==> config.mk <==
export PLATFORM = sky130hd
export DESIGN_NAME = voxel_attribute_accumulator_core
export DESIGN_NICKNAME = d
export VERILOG_FILES = /design/src/hdl/vaa_pkg.sv /design/src/hdl/vaa_front.sv /design/src/hdl/vaa_back.sv /design/src/hdl/voxel_attribute_accumulator_core.sv
export SDC_FILE = /design/constraint.sdc
export NUM_CORES = 2
export LEC_CHECK = 0
export ABC_AREA = 1
export BUFFER_PORTS_ARGS = -buffer_cell sky130_fd_sc_hd__buf_4
export CAP_MARGIN = 20
export CORE_UTILIZATION = 60
export DETAILED_ROUTE_END_ITERATION = 10
export GPL_TIMING_DRIVEN = 0
export HOLD_SLACK_MARGIN = 0.12
export PLACE_DENSITY = 0.75
export REMOVE_ABC_BUFFERS = 1
export SYNTH_ARGS = -nofsm -noshare
export SYNTH_HDL_FRONTEND = slang
export SYNTH_HIERARCHICAL = 1
export SYNTH_SLANG_ARGS = --single-unit
==> constraint.sdc <==
create_clock -name clk -period 8.7 [get_ports clk]
set_input_delay 0.87 -clock clk [delete_from_list [all_inputs] [get_ports clk]]
set_output_delay 0.87 -clock clk [all_outputs]
set_load 0.03 [all_outputs]
==> src/hdl/vaa_pkg.sv <==
// vaa_pkg: shared types and constants for the voxel attribute accumulator
// no dependencies; imported by vaa_front, vaa_back and the core top level
package vaa_pkg;

  localparam int ENTRIES   = 4;
  localparam int IDX_W     = $clog2(ENTRIES);
  localparam int AREA_W    = 32;
  localparam int RGBA_W    = 32;
  localparam int NORMAL_W  = 8;
  localparam int MAT_W     = 16;
  localparam int CH_W      = 8;
  localparam int CHANNELS  = RGBA_W / CH_W;
  localparam int CHAN_IDX_W = $clog2(CHANNELS);
  localparam int TOT_W     = AREA_W + IDX_W;
  localparam int ACC_W     = TOT_W + CH_W;
  localparam int PROD_W    = AREA_W + CH_W;
  localparam int DIV_STEPS = CH_W;
  localparam int STEP_W    = $clog2(DIV_STEPS);
  localparam int QDEPTH    = 2;
  localparam int QPTR_W    = $clog2(QDEPTH);
  localparam int QCNT_W    = $clog2(QDEPTH + 1);

  localparam int CFG_IDX_W  = 2;
  localparam int CFG_DATA_W = 8;
  localparam logic [CFG_IDX_W-1:0] CFG_AVERAGE_MODE   = CFG_IDX_W'(0);
  localparam logic [CFG_IDX_W-1:0] CFG_FALLBACK_ALPHA = CFG_IDX_W'(1);

  typedef struct packed {
    logic [AREA_W-1:0]   area;
    logic [RGBA_W-1:0]   rgba;
    logic [NORMAL_W-1:0] normal;
    logic [MAT_W-1:0]    material;
    logic                last;
    logic                area_nz;
  } vaa_item_t;

  typedef enum logic [2:0] {
    BK_IDLE,
    BK_SCAN,
    BK_DIV_LOAD,
    BK_DIV,
    BK_DONE
  } back_state_t;

endpackage

==> src/hdl/vaa_front.sv <==
// vaa_front: intake side, classifies items and holds them in a short queue
// depends on vaa_pkg
module vaa_front (
  input  logic                          clk,
  input  logic                          rst_n,
  input  logic                          start,
  output logic                          busy,
  input  logic [vaa_pkg::AREA_W-1:0]    in_contribution_area,
  input  logic [vaa_pkg::RGBA_W-1:0]    in_sample_rgba,
  input  logic [vaa_pkg::NORMAL_W-1:0]  in_surface_normal,
  input  logic [vaa_pkg::MAT_W-1:0]     in_material_index,
  input  logic                          in_last_of_voxel,
  output logic                          q_valid,
  output vaa_pkg::vaa_item_t            q_item,
  input  logic                          q_pop
);
  import vaa_pkg::*;

  vaa_item_t          mem_r [QDEPTH];
  logic [QPTR_W-1:0]  wr_ptr_r;
  logic [QPTR_W-1:0]  rd_ptr_r;
  logic [QCNT_W-1:0]  cnt_r;
  logic               push;
  vaa_item_t          item_in;

  assign busy    = (cnt_r == QCNT_W'(QDEPTH));
  assign push    = start && !busy;
  assign q_valid = (cnt_r != '0);
  assign q_item  = mem_r[rd_ptr_r];

  // zero area is flagged here as area_nz, which the back end uses to decide whether an item is taken
  always_comb begin
    item_in.area     = in_contribution_area;
    item_in.rgba     = in_sample_rgba;
    item_in.normal   = in_surface_normal;
    item_in.material = in_material_index;
    item_in.last     = in_last_of_voxel;
    item_in.area_nz  = (in_contribution_area != '0);
  end

  always_ff @(posedge clk) begin
    if (!rst_n) begin
      wr_ptr_r <= '0;
      rd_ptr_r <= '0;
      cnt_r    <= '0;
    end else begin
      if (push) wr_ptr_r <= wr_ptr_r + 1'b1;
      if (q_pop) rd_ptr_r <= rd_ptr_r + 1'b1;
      if (push && !q_pop) cnt_r <= cnt_r + 1'b1;
      else if (!push && q_pop) cnt_r <= cnt_r - 1'b1;
    end
  end

  always_ff @(posedge clk) begin
    if (push) mem_r[wr_ptr_r] <= item_in;
  end

`ifndef SYNTH
  a_pop_needs_item: assert property (@(posedge clk) disable iff (!rst_n)
    q_pop |-> q_valid)
    else $error("queue popped while empty");
  a_cnt_bound: assert property (@(posedge clk) disable iff (!rst_n)
    (push && !q_pop) |=> (cnt_r == $past(cnt_r) + 1'b1) && (cnt_r <= QCNT_W'(QDEPTH)))
    else $error("queue fill count wrong after push");
`endif

endmodule

==> src/hdl/vaa_back.sv <==
// vaa_back: execution side, merges items into the entry table and resolves voxels
// depends on vaa_pkg; fed from the vaa_front queue
module vaa_back (
  input  logic                          clk,
  input  logic                          rst_n,
  input  logic                          q_valid,
  input  vaa_pkg::vaa_item_t            q_item,
  output logic                          q_pop,
  input  logic                          average_mode,
  input  logic [vaa_pkg::CH_W-1:0]      fallback_alpha,
  output logic                          out_strobe,
  output logic                          out_accepted,
  output logic                          out_resolved,
  output logic [vaa_pkg::NORMAL_W-1:0]  out_dominant_normal,
  output logic [vaa_pkg::MAT_W-1:0]     out_dominant_material,
  output logic [vaa_pkg::RGBA_W-1:0]    out_resolved_rgba
);
  import vaa_pkg::*;

  back_state_t           state_r, state_nxt;

  logic [AREA_W-1:0]     area_r   [ENTRIES];
  logic [RGBA_W-1:0]     color_r  [ENTRIES];
  logic [NORMAL_W-1:0]   normal_r [ENTRIES];
  logic [MAT_W-1:0]      mat_r    [ENTRIES];

  logic [IDX_W-1:0]      idx_r;
  logic [CHAN_IDX_W-1:0] ch_r;
  logic [STEP_W-1:0]     step_r;
  logic [AREA_W-1:0]     best_area_r;
  logic [NORMAL_W-1:0]   best_nrm_r;
  logic [MAT_W-1:0]      best_mat_r;
  logic [RGBA_W-1:0]     best_col_r;
  logic [TOT_W-1:0]      total_r;
  logic [ACC_W-1:0]      acc_r [CHANNELS];
  logic [ACC_W-1:0]      rem_r;
  logic [ACC_W-1:0]      dvs_r;
  logic [CH_W-1:0]       quo_r;
  logic [RGBA_W-1:0]     mean_r;
  logic                  hold_acc_r;

  logic                  take_en, scan_en, div_load, div_en, res_en;
  logic                  hit, free_any, take_ok, single, table_empty;
  logic [IDX_W-1:0]      hit_idx, free_idx;
  logic [AREA_W-1:0]     sat_sum [ENTRIES];
  logic [AREA_W:0]       raw_sum [ENTRIES];
  logic [AREA_W-1:0]     scan_area;
  logic [RGBA_W-1:0]     scan_col;
  logic                  div_ge;
  logic [CH_W-1:0]       quo_fin;

  // match and free search, lowest entry wins
  always_comb begin
    hit      = 1'b0;
    hit_idx  = '0;
    free_any = 1'b0;
    free_idx = '0;
    for (int i = ENTRIES - 1; i >= 0; i--) begin
      if (area_r[i] != '0 && color_r[i] == q_item.rgba && normal_r[i] == q_item.normal) begin
        hit     = 1'b1;
        hit_idx = IDX_W'(i);
      end
      if (area_r[i] == '0) begin
        free_any = 1'b1;
        free_idx = IDX_W'(i);
      end
    end
  end

  always_comb begin
    for (int i = 0; i < ENTRIES; i++) begin
      raw_sum[i] = {1'b0, area_r[i]} + {1'b0, q_item.area};
      sat_sum[i] = raw_sum[i][AREA_W] ? '1 : raw_sum[i][AREA_W-1:0];
    end
  end

  assign take_ok   = q_item.area_nz && (hit || free_any);
  assign single    = (area_r[1] == '0);
  assign scan_area = area_r[idx_r];
  assign scan_col  = color_r[idx_r];
  assign div_ge    = (rem_r >= dvs_r);
  assign quo_fin   = {quo_r[CH_W-2:0], div_ge};

  always_comb begin
    table_empty = 1'b1;
    for (int i = 0; i < ENTRIES; i++) begin
      if (area_r[i] != '0) table_empty = 1'b0;
    end
  end

  // next state
  always_comb begin
    state_nxt = state_r;
    case (state_r)
      BK_IDLE: begin
        if (q_valid && q_item.last) state_nxt = BK_SCAN;
      end
      BK_SCAN: begin
        if (idx_r == IDX_W'(ENTRIES - 1)) begin
          state_nxt = (average_mode && !single) ? BK_DIV_LOAD : BK_DONE;
        end
      end
      BK_DIV_LOAD: state_nxt = BK_DIV;
      BK_DIV: begin
        if (step_r == STEP_W'(DIV_STEPS - 1)) begin
          state_nxt = (ch_r == CHAN_IDX_W'(CHANNELS - 1)) ? BK_DONE : BK_DIV_LOAD;
        end
      end
      BK_DONE: state_nxt = BK_IDLE;
      default: state_nxt = BK_IDLE;
    endcase
  end

  // control outputs
  always_comb begin
    q_pop    = 1'b0;
    scan_en  = 1'b0;
    div_load = 1'b0;
    div_en   = 1'b0;
    res_en   = 1'b0;
    case (state_r)
      BK_IDLE:     q_pop    = q_valid;
      BK_SCAN:     scan_en  = 1'b1;
      BK_DIV_LOAD: div_load = 1'b1;
      BK_DIV:      div_en   = 1'b1;
      BK_DONE:     res_en   = 1'b1;
      default:     q_pop    = 1'b0;
    endcase
  end

  assign take_en = q_pop;

  always_ff @(posedge clk) begin
    if (!rst_n) begin
      state_r    <= BK_IDLE;
      out_strobe <= 1'b0;
      for (int i = 0; i < ENTRIES; i++) area_r[i] <= '0;
    end else begin
      state_r    <= state_nxt;
      out_strobe <= (take_en && !q_item.last) || res_en;
      if (res_en) begin
        for (int i = 0; i < ENTRIES; i++) area_r[i] <= '0;
      end else if (take_en && q_item.area_nz) begin
        for (int i = 0; i < ENTRIES; i++) begin
          if (hit && hit_idx == IDX_W'(i)) area_r[i] <= sat_sum[i];
          else if (!hit && free_any && free_idx == IDX_W'(i)) area_r[i] <= q_item.area;
        end
      end
    end
  end

  always_ff @(posedge clk) begin
    if (take_en && q_item.area_nz && !hit && free_any) begin
      color_r[free_idx]  <= q_item.rgba;
      normal_r[free_idx] <= q_item.normal;
      mat_r[free_idx]    <= q_item.material;
    end

    if (take_en) begin
      hold_acc_r  <= take_ok;
      idx_r       <= '0;
      ch_r        <= '0;
      best_area_r <= '0;
      best_nrm_r  <= '0;
      best_mat_r  <= '0;
      best_col_r  <= {fallback_alpha, {(RGBA_W - CH_W){1'b0}}};
      total_r     <= '0;
      for (int c = 0; c < CHANNELS; c++) acc_r[c] <= '0;
    end

    if (scan_en) begin
      idx_r   <= idx_r + 1'b1;
      total_r <= total_r + TOT_W'(scan_area);
      for (int c = 0; c < CHANNELS; c++) begin
        acc_r[c] <= acc_r[c] + ACC_W'(PROD_W'(scan_area) * PROD_W'(scan_col[c*CH_W +: CH_W]));
      end
      if (scan_area > best_area_r) begin
        best_area_r <= scan_area;
        best_nrm_r  <= normal_r[idx_r];
        best_mat_r  <= mat_r[idx_r];
        best_col_r  <= scan_col;
      end
    end

    if (div_load) begin
      rem_r  <= acc_r[ch_r] + ACC_W'(total_r >> 1);
      dvs_r  <= ACC_W'(total_r) << (DIV_STEPS - 1);
      quo_r  <= '0;
      step_r <= '0;
    end

    if (div_en) begin
      if (div_ge) rem_r <= rem_r - dvs_r;
      dvs_r  <= dvs_r >> 1;
      quo_r  <= quo_fin;
      step_r <= step_r + 1'b1;
      if (step_r == STEP_W'(DIV_STEPS - 1)) begin
        mean_r[ch_r*CH_W +: CH_W] <= quo_fin;
        ch_r <= ch_r + 1'b1;
      end
    end

    if (take_en && !q_item.last) begin
      out_accepted          <= take_ok;
      out_resolved          <= 1'b0;
      out_dominant_normal   <= '0;
      out_dominant_material <= '0;
      out_resolved_rgba     <= '0;
    end else if (res_en) begin
      out_accepted <= hold_acc_r;
      out_resolved <= 1'b1;
      if (single) begin
        out_dominant_normal   <= (area_r[0] != '0) ? normal_r[0] : '0;
        out_dominant_material <= (area_r[0] != '0) ? mat_r[0] : '0;
        out_resolved_rgba     <= (area_r[0] != '0) ? color_r[0] : '0;
      end else begin
        out_dominant_normal   <= best_nrm_r;
        out_dominant_material <= best_mat_r;
        out_resolved_rgba     <= average_mode ? mean_r : best_col_r;
      end
    end
  end

`ifndef SYNTH
  a_done_emits: assert property (@(posedge clk) disable iff (!rst_n)
    (state_r == BK_DONE) |=> (out_strobe && out_resolved))
    else $error("resolve did not emit a resolved item");
  a_done_clears: assert property (@(posedge clk) disable iff (!rst_n)
    (state_r == BK_DONE) |=> table_empty)
    else $error("table not cleared after resolve");
  a_no_pop_busy: assert property (@(posedge clk) disable iff (!rst_n)
    (state_r != BK_IDLE) |-> !q_pop)
    else $error("item popped while resolving");
`endif

endmodule

==> src/hdl/voxel_attribute_accumulator_core.sv <==
// voxel_attribute_accumulator_core: top level, config registers, front and back
// depends on vaa_pkg, vaa_front, vaa_back
//
//   channel   signals                               handshake
//   -------   -----------------------------------   ----------------------------
//   input     in_* fields                           start high, busy low
//   result    out_* fields                          out_strobe, one cycle, no stall
//   config    cfg_we, cfg_index, cfg_wdata          cfg_we high, no wait
//
// an item not marked last reaches the outputs in the cycle after it is popped
// from the queue, so such items flow at one item per cycle while the back end
// is idle; a last item starts a serial scan of the table, and in average mode,
// when more than one entry is in use, the shared restoring divider then runs
// one channel at a time; busy rises only when the two-slot queue is full
// reset (rst_n low, synchronous) empties the queue and marks every entry free
module voxel_attribute_accumulator_core (
  input  logic                            clk,
  input  logic                            rst_n,
  input  logic                            start,
  output logic                            busy,
  input  logic [vaa_pkg::AREA_W-1:0]      in_contribution_area,
  input  logic [vaa_pkg::RGBA_W-1:0]      in_sample_rgba,
  input  logic [vaa_pkg::NORMAL_W-1:0]    in_surface_normal,
  input  logic [vaa_pkg::MAT_W-1:0]       in_material_index,
  input  logic                            in_last_of_voxel,
  output logic                            out_strobe,
  output logic                            out_accepted,
  output logic                            out_resolved,
  output logic [vaa_pkg::NORMAL_W-1:0]    out_dominant_normal,
  output logic [vaa_pkg::MAT_W-1:0]       out_dominant_material,
  output logic [vaa_pkg::RGBA_W-1:0]      out_resolved_rgba,
  input  logic                            cfg_we,
  input  logic [vaa_pkg::CFG_IDX_W-1:0]   cfg_index,
  input  logic [vaa_pkg::CFG_DATA_W-1:0]  cfg_wdata
);
  import vaa_pkg::*;

  // configuration, only to be written by the user while the block is idle (not enforced here)
  logic               avg_mode_r;
  logic [CH_W-1:0]    fb_alpha_r;

  // queue between the two halves
  logic               q_valid;
  vaa_item_t          q_item;
  logic               q_pop;

  // unknown register indexes are dropped
  always_ff @(posedge clk) begin
    if (!rst_n) begin
      avg_mode_r <= 1'b0;
      fb_alpha_r <= '0;
    end else if (cfg_we) begin
      if (cfg_index == CFG_AVERAGE_MODE) avg_mode_r <= cfg_wdata[0];
      else if (cfg_index == CFG_FALLBACK_ALPHA) fb_alpha_r <= cfg_wdata[CH_W-1:0];
    end
  end

  // intake: flags zero area and buffers items
  vaa_front u_front (
    .clk                  (clk),
    .rst_n                (rst_n),
    .start                (start),
    .busy                 (busy),
    .in_contribution_area (in_contribution_area),
    .in_sample_rgba       (in_sample_rgba),
    .in_surface_normal    (in_surface_normal),
    .in_material_index    (in_material_index),
    .in_last_of_voxel     (in_last_of_voxel),
    .q_valid              (q_valid),
    .q_item               (q_item),
    .q_pop                (q_pop)
  );

  // execution: table merge, scan, mean colour divide, result register
  vaa_back u_back (
    .clk                   (clk),
    .rst_n                 (rst_n),
    .q_valid               (q_valid),
    .q_item                (q_item),
    .q_pop                 (q_pop),
    .average_mode          (avg_mode_r),
    .fallback_alpha        (fb_alpha_r),
    .out_strobe            (out_strobe),
    .out_accepted          (out_accepted),
    .out_resolved          (out_resolved),
    .out_dominant_normal   (out_dominant_normal),
    .out_dominant_material (out_dominant_material),
    .out_resolved_rgba     (out_resolved_rgba)
  );

endmodule
==> results.ini <==
[logic_synthesis]
synth_edf_count = 821
synth-seq-cells = 1030
synth_top_cells_by_area = edfxtp_1 (24%), fa_1 (17%), nand2_1 (9.0%)
ys_seq_area_frac = 0.286
synthArstFlopShare = 0
yosysTopAreaCellShare = 0.245
ys_types = 78
yosysWarnings = 6
netlist_area_mm2 = 0.101
yosys.area.top_type = edfxtp_1
synth_cells = 12800
synthFlopType = edfxtp_1
postSynthAreaPerCell_um2 = 7.86

[sta]
hold_viol_final = 0
relSlewSlack = 0.00273
tightest_slew_ns = 1.50
finClkSkew_ns = 0.0994
max_freq_mhz = 117
drv_slew = 0
finalCriticalPeriod_ns = 8.52
setup_viol = 0
fin_crit_sh = 0.979
whs_ns = 0.197

[finish]
drive_above_1_share = 0.0692
fin_nets = 14300
regArea_mm2 = 0.0289
fillers = 14000
multi_input_area_mm2 = 0.0614
area_growth_pct = 9.81

[critical_path]
crit_fanout = 84
crit_buf_inv = 6
critical-path-top-delay-family = compound AO/OA/AOI/OAI gates
critPathMostFrequentCell = nand2_1
slowest_stage = a32oi_2
critPathCaptureType = register
required_ns = 9.23
max_stage_delay_ns = 0.93
start_kind = register
critical_path_arrival_ns = 9.04
worstSetupPathType = register to register

[status]
status = complete, no violations

[floorplanning]
pin_count = 163
die_y_um = 412
fp-row-count = 150
initial_core_util = 0.603
die_width_um = 412
core_mm2 = 0.167
die-area_mm2 = 0.170

[clock_network]
cts_buffers = 118
cts.sinks = 1030
htreeDepth = 3
clkTransAtPathRegs_ns = 0.07
cts_max_path_buffers = 3
hold_buffers = 0
cts_tree = built
cts_root_buf = clkbuf_16
clk_latency_ns = 0.86

[global_route]
grt_overflow = 0
antenna_found_initial = 13
grt_max_degree = 145
grt_pass1_vias = 90500
grt_pass1_wl_um = 562000
gr-usage-all-layers = 0.447

[route]
vias = 92500
drc = 0
viasPerCell = 6.11
antenna_left = 0
avgRoutedWirePerCell_um = 25.2
first_iter_violations = 11600
firstDrtPassIters = 9
drt-total-wl_um = 382000

[flow_run]
drv_cap = 0

[hold_path]
hp-class = input port to register

[placement]
place.gp.congestion = 1.03
io_buffers = 162
dp_hpwl_um = 298000

cell families (layout without fill, tap and decap cells):
kind of cell	Yosys count	count (layout)	share of synthesized area
and+or+nand+nor	5141	5141	0.207
other	0	12	0
muxes	90	90	0.0134
AOI/OAI and AO/OA	2116	2116	0.121
xor gates and xnor gates	248	248	0.0217
DFF	1030	1030	0.286
buffers and inverters	2785	2889	0.110
adders and majority gates	1411	1411	0.241
through the flow:
stage	cells	util	setup TNS (ns)	instance area [um2]	setup WS [ns]
6_report	15100	0.663	0	111000	0.185
5_1_grt	15100	0.662	-0.0146	111000	-0.0146
4_1_cts	15100	0.662	0	111000	0.0463
3_5_place_dp	14900	0.636	-0.0356	106000	-0.0356
3_3_place_gp	14700	0.613	-	102000	-24.89
2_1_floorplan	12400	-	-1911.56	98400	-5.68
cells in the final DEF, fill, tap and decap left out, types with 73 or more instances in the layout:
cell	netlist	final
nand4_1	73	73
fa_1	879	879
mux2_4	90	90
edfxtp_1	821	821
nor3_1	83	80
buf_16	0	77
clkbuf_16	0	119
inv_1	2303	2290
o21ai_0	705	705
nand3_1	391	390
dfxtp_1	209	205
xnor2_1	115	115
a31oi_1	106	106
ha_1	532	532
xor2_1	131	131
nor2_1	1960	1953
nand2_1	2428	2426
buf_4	34	178
a21oi_1	849	848
cell usage after synthesis (46+ instances only):
master	count
nand3_1	391
a21o_1	46
nand2_1	2428
xnor2_1	115
nand4_1	73
nor3_1	83
clkbuf_1	240
mux2_4	90
nor2_1	1960
o21bai_1	66
a31oi_1	106
inv_1	2303
buf_2	125
o21ai_0	705
edfxtp_1	821
fa_1	879
xor2_1	131
ha_1	532
o211ai_1	63
a21oi_1	849
o21a_1	53
dfxtp_1	209
path summary, 6_finish.rpt:
check / from / endpoint / slack [ns] / depth (start not counted)
worst max-delay path: register / u_back/acc_r[0][29]$_SDFFCE_PN0N_ / 0.18 / 26
worst min-delay path: in_sample_rgba[10] / u_front/mem_r[1][36]$_DFFE_PP_ / 0.20 / 1
worst max register to register: register / u_back/acc_r[0][29]$_SDFFCE_PN0N_ / 0.18 / 26
worst min register to register: u_back/best_mat_r[3]$_DFF_P_ / u_back/best_mat_r[3]$_DFF_P_ / 0.47 / 2
cell type report:
| cell class | count | area share |
|---|---|---|
| diodes | 12 | 0.000271 |
| clock buffers | 133 | 0.0280 |
| clock inverters | 87 | 0.00989 |
| inverters | 2334 | 0.0795 |
| multi-input cells | 9006 | 0.554 |
| flip-flops and latches | 1030 | 0.261 |
| well taps | 2204 | 0.0249 |
| repair buffers | 335 | 0.0423 |
sequential cells by signal (all words and copies together) (netlist names), 7 cells and up, named ones only:
signal and flops:
u_front/mem_r 180, u_back/acc_r 168, u_back/area_r 128, u_back/color_r 128
u_back/mat_r 64, u_back/rem_r 42, u_back/dvs_r 41, u_back/total_r 34
u_back/best_area_r 32, u_back/best_col_r 32, u_back/mean_r 32, u_back/normal_r 32
u_back/out_resolved_rgba 32, u_back/best_mat_r 16, u_back/out_dominant_material 16, fb_alpha_r 8
u_back/best_nrm_r 8, u_back/out_dominant_normal 8, u_back/quo_r 7
repair_timing:
action,CTS,global route
pin swaps,0,0
endpoints found under the setup margin,1,24
gates resized for setup,2,8
hold endpoints to repair,0,0
setup buffers,0,3
metal layers:
layer / vias up / track usage / wire [um] / part of all wire
li1: 40800 / - / - / -
met1: 44400 / 0.581 / 142000 / 0.37
met2: 6048 / 0.664 / 162000 / 0.43
met3: 1233 / 0.138 / 51200 / 0.13
met4: 14 / 0.246 / 26000 / 0.068
met5: - / 0.00594 / 214 / 0.00056
worst reg2reg max path, stage by stage, from the launching register on:
cell,delay [ns]
dfxtp_4,0.51
buf_16,0.35
inv_8,0.44
buf_16,0.37
nand2_1,0.18
a32oi_2,0.93
inv_1,0.80
nor2_1,0.37
fa_1,0.49
fa_1,0.46
fa_1,0.49
inv_1,0.05
fa_1,0.48
inv_1,0.05
ha_1,0.33
a21oi_1,0.25
o21ai_0,0.15
a21boi_0,0.26
o21ai_0,0.31
nand2_1,0.13
nand2_1,0.10
nand2_1,0.08
nand2_1,0.09
a21boi_0,0.34
nand2_1,0.09
nand2_1,0.07
nor2_1,0.04
Power is left out: the tool's default activity adds up to more than one toggle a clock period on the data nets, which glitch-free logic cannot reach.
